## config.mk

```make
export PLATFORM = sky130hd
export DESIGN_NAME = imu_sample_stuck_check
export DESIGN_NICKNAME = d
export VERILOG_FILES = /design/src/sv/isc_pkg.sv /design/src/sv/isc_lane.sv /design/src/sv/isc_merge.sv /design/src/sv/imu_sample_stuck_check.sv
export SDC_FILE = /design/constraint.sdc
export NUM_CORES = 1
export LEC_CHECK = 0
export ABC_AREA = 1
export BUFFER_PORTS_ARGS = -buffer_cell sky130_fd_sc_hd__buf_4
export CAP_MARGIN = 10
export CORE_UTILIZATION = 55
export CTS_CLUSTER_DIAMETER = 50
export DETAILED_ROUTE_END_ITERATION = 10
export PLACE_DENSITY = 0.75
export SLEW_MARGIN = 20
export SYNTH_ARGS = -nofsm -noshare
export SYNTH_HDL_FRONTEND = slang
export SYNTH_HIERARCHICAL = 1
export SYNTH_SLANG_ARGS = --single-unit
```

## constraint.sdc

```tcl
create_clock -name i_clk -period 20 [get_ports i_clk]
set_input_delay 3 -clock i_clk [delete_from_list [all_inputs] [get_ports i_clk]]
set_output_delay 3 -clock i_clk [all_outputs]
set_load 0.01 [all_outputs]
```

## src/sv/isc_pkg.sv

```systemverilog
// ============================================================================
// isc_pkg - shared types and constants for the IMU poll stuck checker
// Status codes, register indexes, lane counts and the merge verdict struct.
// ============================================================================
`default_nettype none

package isc_pkg;

    localparam int unsigned DATA_W    = 16;
    localparam int unsigned NUM_AXES  = 3;
    localparam int unsigned NUM_LANES = 2 * NUM_AXES;   // accel x/y/z, gyro x/y/z
    localparam int unsigned CFG_IDX_W = 3;
    localparam int unsigned CNT_W     = 16;
    localparam int unsigned SMALL_W   = 8;

    localparam logic [CNT_W-1:0]   CNT_MAX      = '1;
    localparam logic [SMALL_W-1:0] REPEAT_MAX   = '1;
    localparam logic [SMALL_W-1:0] DIV_RESET    = 8'd10;
    localparam logic [SMALL_W-1:0] LIMIT_RESET  = 8'd5;

    typedef logic [DATA_W-1:0]  t_word;
    typedef logic [CNT_W-1:0]   t_count;
    typedef logic [SMALL_W-1:0] t_small;

    typedef enum logic [CFG_IDX_W-1:0] {
        CFG_GYRO_OFS_X  = 3'd0,
        CFG_GYRO_OFS_Y  = 3'd1,
        CFG_GYRO_OFS_Z  = 3'd2,
        CFG_MAG_DIVIDER = 3'd3,
        CFG_REPEAT_LIM  = 3'd4
    } t_cfg_idx;

    typedef enum logic [2:0] {
        ST_ACCEPTED   = 3'd0,
        ST_MAG_TAKEN  = 3'd1,
        ST_MAG_FAILED = 3'd2,
        ST_READ_FAIL  = 3'd3,
        ST_STUCK      = 3'd4
    } t_status;

    // Decision of the merge stage for one poll
    typedef struct packed {
        logic    store;        // poll accepted: latch raw, publish
        logic    mag_take;     // mag sample due and good: load held mag
        t_small  repeat_count;
        t_small  mag_phase;
        t_status status;
        t_count  read_fails;
        t_count  mag_fails;
    } t_verdict;

endpackage

`default_nettype wire

```

## src/sv/isc_lane.sv

```systemverilog
// ============================================================================
// isc_lane - one accel/gyro axis lane
// Compares the raw reading with the last stored one and forms the published
// value (raw minus offset, 16-bit wrap; offset is zero for accel lanes).
// ============================================================================
`default_nettype none

module isc_lane (
    input  wire isc_pkg::t_word i_raw,
    input  wire isc_pkg::t_word i_last,
    input  wire isc_pkg::t_word i_offset,
    output logic                o_same,
    output isc_pkg::t_word      o_pub
);

    assign o_same = (i_raw == i_last);
    assign o_pub  = i_raw - i_offset;

endmodule

`default_nettype wire

```

## src/sv/isc_merge.sv

```systemverilog
// ============================================================================
// isc_merge - merge stage of the lanes
// Folds the lane compare bits into a repeat decision and works out status,
// repeat count, mag phase and the saturating failure counters.
// ============================================================================
`default_nettype none

module isc_merge (
    input  wire [isc_pkg::NUM_LANES-1:0] i_lane_same,
    input  wire                          i_read_ok,
    input  wire                          i_mag_ok,
    input  wire isc_pkg::t_small         i_repeat_count,
    input  wire isc_pkg::t_small         i_repeat_limit,
    input  wire isc_pkg::t_small         i_mag_phase,
    input  wire isc_pkg::t_small         i_mag_divider,
    input  wire isc_pkg::t_count         i_read_fails,
    input  wire isc_pkg::t_count         i_mag_fails,
    output isc_pkg::t_verdict            o_verdict
);

    logic                       all_same;
    isc_pkg::t_small            rep_next;
    logic [isc_pkg::SMALL_W:0]  phase_sum;
    logic                       mag_due;
    isc_pkg::t_count            read_fails_inc;
    isc_pkg::t_count            mag_fails_inc;

    assign all_same       = &i_lane_same;
    assign phase_sum      = {1'b0, i_mag_phase} + {{isc_pkg::SMALL_W{1'b0}}, 1'b1};
    assign mag_due        = (phase_sum >= {1'b0, i_mag_divider});
    assign read_fails_inc = (i_read_fails == isc_pkg::CNT_MAX) ? i_read_fails
                                                               : i_read_fails + 1'b1;
    assign mag_fails_inc  = (i_mag_fails == isc_pkg::CNT_MAX) ? i_mag_fails
                                                              : i_mag_fails + 1'b1;

    always_comb begin
        if (all_same) begin
            rep_next = (i_repeat_count == isc_pkg::REPEAT_MAX) ? i_repeat_count
                                                               : i_repeat_count + 1'b1;
        end else begin
            rep_next = '0;
        end
    end

    always_comb begin
        o_verdict              = '0;
        o_verdict.repeat_count = i_repeat_count;
        o_verdict.mag_phase    = i_mag_phase;
        o_verdict.read_fails   = i_read_fails;
        o_verdict.mag_fails    = i_mag_fails;
        o_verdict.status       = isc_pkg::ST_ACCEPTED;
        priority if (!i_read_ok) begin
            o_verdict.read_fails = read_fails_inc;
            o_verdict.status     = isc_pkg::ST_READ_FAIL;
        end else if (rep_next >= i_repeat_limit) begin
            o_verdict.repeat_count = rep_next;
            o_verdict.read_fails   = read_fails_inc;
            o_verdict.status       = isc_pkg::ST_STUCK;
        end else begin
            o_verdict.repeat_count = rep_next;
            o_verdict.store        = 1'b1;
            if (mag_due) begin
                o_verdict.mag_phase = '0;
                if (i_mag_ok) begin
                    o_verdict.mag_take = 1'b1;
                    o_verdict.status   = isc_pkg::ST_MAG_TAKEN;
                end else begin
                    o_verdict.mag_fails = mag_fails_inc;
                    o_verdict.status    = isc_pkg::ST_MAG_FAILED;
                end
            end else begin
                o_verdict.mag_phase = phase_sum[isc_pkg::SMALL_W-1:0];
            end
        end
    end

endmodule

`default_nettype wire

```

## src/sv/imu_sample_stuck_check.sv

```systemverilog
// ============================================================================
// imu_sample_stuck_check - IMU poll acceptance and stuck-sensor check
// Six axis lanes compare each poll with the last accepted raw poll and form
// the published accel/gyro values; a merge stage decides status, repeat
// count, mag sampling and failure counters.
// ============================================================================
//
//  channel | direction | handshake              | beat
//  --------+-----------+------------------------+-------------------------------
//  poll    | in        | i_valid / o_stall      | accel, gyro, read_ok, mag, mag_ok
//  result  | out       | o_valid / i_stall      | published values, status, counts
//  config  | in        | i_cfg_valid / o_cfg_ready | register index + write data
//
//  One poll per cycle while o_stall is low: lanes and merge sit in front of
//  the state registers, and the result register loads the same next values,
//  so an unstalled beat goes straight from its poll into the result register.
//  The poll/state update loop runs through the state registers alone.
//  While a result beat is stalled, one more poll is taken into the state
//  registers; o_stall (registered, never looks at i_stall) then stays high
//  until that beat moves into the result register as the stalled one leaves.
//  Synchronous reset; o_stall stays high for the first cycle after reset.
//  Config is always ready and must only be written while the block is idle.
//
`default_nettype none

module imu_sample_stuck_check (
    input  wire                i_clk,
    input  wire                i_rst_n,
    // poll channel
    input  wire                i_valid,
    output logic               o_stall,
    input  wire signed [15:0]  i_accel_x,
    input  wire signed [15:0]  i_accel_y,
    input  wire signed [15:0]  i_accel_z,
    input  wire signed [15:0]  i_gyro_x,
    input  wire signed [15:0]  i_gyro_y,
    input  wire signed [15:0]  i_gyro_z,
    input  wire                i_read_ok,
    input  wire signed [15:0]  i_mag_x,
    input  wire signed [15:0]  i_mag_y,
    input  wire signed [15:0]  i_mag_z,
    input  wire                i_mag_ok,
    // result channel
    output logic               o_valid,
    input  wire                i_stall,
    output logic signed [15:0] o_out_accel_x,
    output logic signed [15:0] o_out_accel_y,
    output logic signed [15:0] o_out_accel_z,
    output logic signed [15:0] o_out_gyro_x,
    output logic signed [15:0] o_out_gyro_y,
    output logic signed [15:0] o_out_gyro_z,
    output logic signed [15:0] o_out_mag_x,
    output logic signed [15:0] o_out_mag_y,
    output logic signed [15:0] o_out_mag_z,
    output logic [2:0]         o_status,
    output logic [15:0]        o_read_failures,
    output logic [15:0]        o_mag_failures,
    // config channel
    input  wire                i_cfg_valid,
    output logic               o_cfg_ready,
    input  wire [2:0]          i_cfg_index,
    input  wire [15:0]         i_cfg_data
);

    localparam int unsigned LANES = isc_pkg::NUM_LANES;
    localparam int unsigned AXES  = isc_pkg::NUM_AXES;

    // config registers
    isc_pkg::t_word   r_gyro_ofs [AXES];
    isc_pkg::t_small  r_mag_divider;
    isc_pkg::t_small  r_repeat_limit;

    // poll state
    isc_pkg::t_word   r_last_raw [LANES];
    isc_pkg::t_word   r_pub_ag   [LANES];
    isc_pkg::t_word   r_held_mag [AXES];
    isc_pkg::t_word   r_pub_mag  [AXES];
    isc_pkg::t_small  r_repeat_count;
    isc_pkg::t_small  r_mag_phase;
    isc_pkg::t_count  r_read_fails;
    isc_pkg::t_count  r_mag_fails;
    isc_pkg::t_status r_status;
    logic             r_run;

    // result register; r_pend marks a beat still parked in the state
    isc_pkg::t_word   r_res_ag   [LANES];
    isc_pkg::t_word   r_res_mag  [AXES];
    isc_pkg::t_status r_res_status;
    isc_pkg::t_count  r_res_read_fails;
    isc_pkg::t_count  r_res_mag_fails;
    logic             r_res_valid;
    logic             r_pend;

    isc_pkg::t_word    raw     [LANES];
    isc_pkg::t_word    mag_in  [AXES];
    isc_pkg::t_word    lane_ofs[LANES];
    isc_pkg::t_word    lane_pub[LANES];
    logic [LANES-1:0]  lane_same;
    isc_pkg::t_verdict verdict;
    isc_pkg::t_word    n_pub_ag [LANES];
    isc_pkg::t_word    n_pub_mag[AXES];
    logic              poll_acc;
    logic              res_taken;
    logic              res_free;

    assign raw[0] = i_accel_x;
    assign raw[1] = i_accel_y;
    assign raw[2] = i_accel_z;
    assign raw[3] = i_gyro_x;
    assign raw[4] = i_gyro_y;
    assign raw[5] = i_gyro_z;

    assign mag_in[0] = i_mag_x;
    assign mag_in[1] = i_mag_y;
    assign mag_in[2] = i_mag_z;

    // ---- handshake ----
    assign res_taken   = r_res_valid && !i_stall;
    assign res_free    = !r_res_valid || res_taken;
    assign o_stall     = !r_run || r_pend;
    assign poll_acc    = i_valid && !o_stall;
    assign o_valid     = r_res_valid;
    assign o_cfg_ready = 1'b1;

    // ---- lanes: accel lanes publish raw, gyro lanes subtract the offset ----
    genvar g;
    generate
        for (g = 0; g < LANES; g++) begin : g_lane
            if (g < AXES) begin : g_acc
                assign lane_ofs[g] = '0;
            end else begin : g_gyr
                assign lane_ofs[g] = r_gyro_ofs[g - AXES];
            end
            isc_lane u_lane (
                .i_raw    (raw[g]),
                .i_last   (r_last_raw[g]),
                .i_offset (lane_ofs[g]),
                .o_same   (lane_same[g]),
                .o_pub    (lane_pub[g])
            );
        end
    endgenerate

    // ---- merge ----
    isc_merge u_merge (
        .i_lane_same    (lane_same),
        .i_read_ok      (i_read_ok),
        .i_mag_ok       (i_mag_ok),
        .i_repeat_count (r_repeat_count),
        .i_repeat_limit (r_repeat_limit),
        .i_mag_phase    (r_mag_phase),
        .i_mag_divider  (r_mag_divider),
        .i_read_fails   (r_read_fails),
        .i_mag_fails    (r_mag_fails),
        .o_verdict      (verdict)
    );

    // published values after this poll, for a direct load of the result
    always_comb begin
        for (int l = 0; l < LANES; l++) begin
            n_pub_ag[l] = verdict.store ? lane_pub[l] : r_pub_ag[l];
        end
        for (int a = 0; a < AXES; a++) begin
            n_pub_mag[a] = verdict.store ? r_held_mag[a] : r_pub_mag[a];
        end
    end

    // ---- control state ----
    always_ff @(posedge i_clk) begin
        if (!i_rst_n) begin
            r_run          <= 1'b0;
            r_repeat_count <= '0;
            r_mag_phase    <= isc_pkg::DIV_RESET;
            r_read_fails   <= '0;
            r_mag_fails    <= '0;
            r_status       <= isc_pkg::ST_ACCEPTED;
            r_mag_divider  <= isc_pkg::DIV_RESET;
            r_repeat_limit <= isc_pkg::LIMIT_RESET;
            for (int a = 0; a < AXES; a++) begin
                r_gyro_ofs[a] <= '0;
                r_held_mag[a] <= '0;
                r_pub_mag[a]  <= '0;
            end
            for (int l = 0; l < LANES; l++) begin
                r_last_raw[l] <= '0;
                r_pub_ag[l]   <= '0;
            end
        end else begin
            r_run <= 1'b1;

            // config: unlisted indexes are ignored
            if (i_cfg_valid) begin
                case (i_cfg_index)
                    isc_pkg::CFG_GYRO_OFS_X:  r_gyro_ofs[0]  <= i_cfg_data;
                    isc_pkg::CFG_GYRO_OFS_Y:  r_gyro_ofs[1]  <= i_cfg_data;
                    isc_pkg::CFG_GYRO_OFS_Z:  r_gyro_ofs[2]  <= i_cfg_data;
                    isc_pkg::CFG_MAG_DIVIDER: r_mag_divider  <= i_cfg_data[isc_pkg::SMALL_W-1:0];
                    isc_pkg::CFG_REPEAT_LIM:  r_repeat_limit <= i_cfg_data[isc_pkg::SMALL_W-1:0];
                    default: ;
                endcase
            end

            if (poll_acc) begin
                r_repeat_count <= verdict.repeat_count;
                r_mag_phase    <= verdict.mag_phase;
                r_read_fails   <= verdict.read_fails;
                r_mag_fails    <= verdict.mag_fails;
                r_status       <= verdict.status;
                if (verdict.store) begin
                    for (int l = 0; l < LANES; l++) begin
                        r_last_raw[l] <= raw[l];
                        r_pub_ag[l]   <= lane_pub[l];
                    end
                    // published mag lags: it takes the held copy before update
                    for (int a = 0; a < AXES; a++) begin
                        r_pub_mag[a] <= r_held_mag[a];
                    end
                end
                if (verdict.mag_take) begin
                    for (int a = 0; a < AXES; a++) begin
                        r_held_mag[a] <= mag_in[a];
                    end
                end
            end
        end
    end

    // ---- result register: direct load, or from the state when parked ----
    always_ff @(posedge i_clk) begin
        if (!i_rst_n) begin
            r_res_valid      <= 1'b0;
            r_pend           <= 1'b0;
            r_res_status     <= isc_pkg::ST_ACCEPTED;
            r_res_read_fails <= '0;
            r_res_mag_fails  <= '0;
            for (int l = 0; l < LANES; l++) begin
                r_res_ag[l] <= '0;
            end
            for (int a = 0; a < AXES; a++) begin
                r_res_mag[a] <= '0;
            end
        end else if (r_pend) begin
            if (res_free) begin
                r_pend           <= 1'b0;
                r_res_valid      <= 1'b1;
                r_res_status     <= r_status;
                r_res_read_fails <= r_read_fails;
                r_res_mag_fails  <= r_mag_fails;
                for (int l = 0; l < LANES; l++) begin
                    r_res_ag[l] <= r_pub_ag[l];
                end
                for (int a = 0; a < AXES; a++) begin
                    r_res_mag[a] <= r_pub_mag[a];
                end
            end
        end else if (poll_acc) begin
            if (res_free) begin
                r_res_valid      <= 1'b1;
                r_res_status     <= verdict.status;
                r_res_read_fails <= verdict.read_fails;
                r_res_mag_fails  <= verdict.mag_fails;
                for (int l = 0; l < LANES; l++) begin
                    r_res_ag[l] <= n_pub_ag[l];
                end
                for (int a = 0; a < AXES; a++) begin
                    r_res_mag[a] <= n_pub_mag[a];
                end
            end else begin
                // result still stalled: this beat waits in the state registers
                r_pend <= 1'b1;
            end
        end else if (res_taken) begin
            r_res_valid <= 1'b0;
        end
    end

    // ---- result beat ----
    assign o_out_accel_x   = r_res_ag[0];
    assign o_out_accel_y   = r_res_ag[1];
    assign o_out_accel_z   = r_res_ag[2];
    assign o_out_gyro_x    = r_res_ag[3];
    assign o_out_gyro_y    = r_res_ag[4];
    assign o_out_gyro_z    = r_res_ag[5];
    assign o_out_mag_x     = r_res_mag[0];
    assign o_out_mag_y     = r_res_mag[1];
    assign o_out_mag_z     = r_res_mag[2];
    assign o_status        = r_res_status;
    assign o_read_failures = r_res_read_fails;
    assign o_mag_failures  = r_res_mag_fails;

endmodule

`default_nettype wire

```

==> results by group <==
Placed design
  • Port Buffers: 350
  • Setup WS pre-CTS: 9.57 ns
  • GPL Wtd Cong: 0.927
  • DP Wirelength: 60.2 mm

Worst setup path
  • Cell depth of the worst setup path: 26
  • R2r worst-path depth: 25
  • R2r setup slk: 12.60 ns
  • CP Launch Point: i_accel_y[1]
  • Worst Path Required: 20.22 ns
  • Critical Path Slowest Stage Cell: buf_4
  • Critical Path Source Type: input port
  • CP max FO: 74
  • CP most frequent cell: nand2_1
  • Worst Setup EP: r_last_raw[1][10]
  • Crit-path max cell delay: 0.87 ns
  • Endpoint type of the worst setup path: flip-flop
  • CP Data Arrival Time: 9.75 ns
  • CP Class: input port to flip-flop
  • Worst r2r src: r_last_raw[1][4]
  • CP bufs+invs: 6
  • R2R Path End: r_last_raw[1][10]
  • Worst path top cell family by delay: buffers and inverters

Layout
  • Area delta synth->final: 17.8%
  • Layout cells sized above 1: 0.125
  • Fill cell count: 5166
  • Storage element area: 0.0165 mm2
  • Multi-input logic area: 0.0134 mm2
  • Nets: 4948

Clock network
  • Post-cts sizing count: 0
  • Clk sinks: 585
  • H-tree depth: 3
  • CTS max path bufs: 3
  • Hold-fix buffers, CTS: 0
  • Root buffer cell: clkbuf_16
  • Worst-Skew Late Latency: 0.61 ns
  • Clock Pin Slew Worst Setup and Hold Paths: 0.06 ns
  • CTS tree: yes
  • Post CTS Setup Buffer Count: 0
  • Total CTS buffers: 74

Floorplan
  • IO Count: 352
  • Row cnt: 90
  • Starting Density: 0.557
  • Die H: 249 um
  • Core area: 0.0604 mm2
  • Die area: 0.0621 mm2
  • Die X: 249 um

Route
  • Met2 wire length: 39.6 mm
  • Met1 Routed Length: 38.8 mm
  • Detailed Route WL: 86.6 mm
  • Initial DRC Count: 2202
  • DRC: 0
  • Vias: 27900
  • Met3 WL: 5.88 mm
  • Drt pass-1 iters: 7
  • Wirelength per Cell: 15.7 um
  • Drt via density: 5.07
  • Top sig layer: met5
  • Post-route ant nets: 0

STA
  • Worst slew pin tran: 1.06 ns
  • Clock Skew: 0.0185 ns
  • Fin. Hold Viols: 0
  • Slew headroom: 0.291
  • Total Neg Setup Slack: 0 ns
  • Final Max Tran Viols: 0
  • Fin crit period: 9.53 ns
  • Fmax: 0.105 GHz
  • Final setup fails: 0
  • Period utilization: 0.476
  • PnR worst setup slack: 10.47 ns
  • RSZ-0062 raised after global routing: no

GRT
  • Vias in the first global route: 25600
  • Largest net degree at the start of global routing: 95
  • Initial antenna violation count: 2
  • First-pass GRT wire length: 137 mm
  • Overflow after GRT: 0
  • All-Layer GR Usage: 0.277

Synthesis
  • Seq/Total Area, Yosys: 0.491
  • Synth warn: 6
  • Mapped Avg Cell Area: 7.81 um2
  • Number of flops mapped to enable cells by yosys: 480
  • Mapped Area: 0.0336 mm2
  • Gate Count Post-Synth: 4304
  • Async S/R FF share, synth: 0
  • Top FF cell, synth: edfxtp_1
  • Synth cell types: 46
  • Seq cells post-synth: 585

Pwr
  • Power per cell area: 83.0 mW/mm2
  • Leakage dissipation: 0.0193 uW
  • Peak VDD IR: 0.0712 mV

Job
  • MaxCap Viol Count: 0

Status
  • Status: finished, final reports clean

Min path
  • Hold WC Path Type: flip-flop to flip-flop
## worst min path at each step
stage                        to              from  cells past startpoint
6_report            r_status[1]       r_status[1]                      2
5_1_grt             r_status[2]       r_status[2]                      2
4_1_cts             r_status[1]       r_status[1]                      2
3_5_place_dp        r_status[1]       r_status[1]                      2
3_3_place_gp        r_status[2]       r_status[2]                      2
2_1_floorplan  r_mag_divider[1]  r_mag_divider[1]                      2
## worst min-delay path: cells and delay by family, from the launching register on
| family | cells | cell delay [ns] |
|---|---|---|
| AO/OA/AOI/OAI | 1 | 0.06 |
| flip-flops | 1 | 0.31 |
| AND/OR/NAND/NOR | 1 | 0.06 |
## report_power, final
group | leakage [uW] | internal, uW | switching, uW
Combinational | 0.0123 | 175 | 326
Sequential | 0.00584 | 1390 | 29.5
Clock | 0.00123 | 830 | 536
## layout make-up
cell class	instances	share of cell area
diodes	1	0.0000632
clock buffers	96	0.0523
clock inverters	36	0.0111
inverters	897	0.0851
multi-input cells	2728	0.338
flip-flops and latches	585	0.417
well taps	782	0.0247
repair buffers	376	0.0717
## flip-flops by register name (all words and copies together), names as in the netlist, 3 cells and up
signal,cells
r_pub_mag,48
r_res_mag,48
r_mag_divider,8
o_mag_failures,16
r_pub_ag,96
o_status,3
r_gyro_ofs,48
r_last_raw,96
r_held_mag,48
r_repeat_limit,8
r_repeat_count,8
o_read_failures,16
r_status,3
r_res_ag,96
r_mag_fails,16
r_read_fails,16
r_mag_phase,8
## cells by family after synthesis
group / after synthesis / share of synthesized area
other: 2 / 0.000223
XOR/XNOR: 132 / 0.0344
AND/OR/NAND/NOR: 2023 / 0.249
AO/OA/AOI/OAI: 405 / 0.0617
adder cells (fa/ha/maj): 116 / 0.0445
buffers and inverters: 1041 / 0.118
flip-flops: 585 / 0.491
## metal layers
layer	vias to the layer above	global-route usage
li1	14100	-
met1	12800	0.389
met2	875	0.438
met3	131	0.0483
met4	2	0.0841
met5	-	0
## layout by cell type (no fill, tap or decap), drive strengths merged
cell	n
buf	375
nor2	533
or2	17
ha	110
conb	52
o22ai	2
nand2	1193
a31oi	3
nand3	140
dfxtp	105
nor3	40
and2	1
fa	6
clkbuf	97
nor4	2
inv	907
xnor2	75
diode	1
o31ai	1
clkinv	17
a311oi	1
clkinvlp	2
o21a	2
bufinv	7
o21ai	209
a21oi	176
o211ai	9
a21o	2
xor2	57
edfxtp	480
nand4	97
## cells in the mapped netlist (57+ instances only)
cell,number,area (um2)
clkbuf_1,75,282
xor2_1,57,499
nand3_1,134,671
nand4_1,94,588
nor2_1,525,1970
inv_1,882,3310
nand2_1,1164,4370
a21oi_1,176,881
edfxtp_1,480,14400
xnor2_1,75,657
ha_1,110,1380
o21ai_0,185,926
dfxtp_1,105,2100
## through the flow
stage	cells	util	total power, uW	cell area, um2	hold slack (ns)
global placement	5366	0.614	1930	37000	0.452
global route	5501	0.656	3420	39600	0.502
CTS	5498	0.655	3300	39500	0.469
finish	5501	0.656	3290	39600	0.471
detailed placement	5366	0.614	1940	37000	0.460
floorplan	4354	-	1770	33800	0.442
Power figures use the tool's default switching activity.
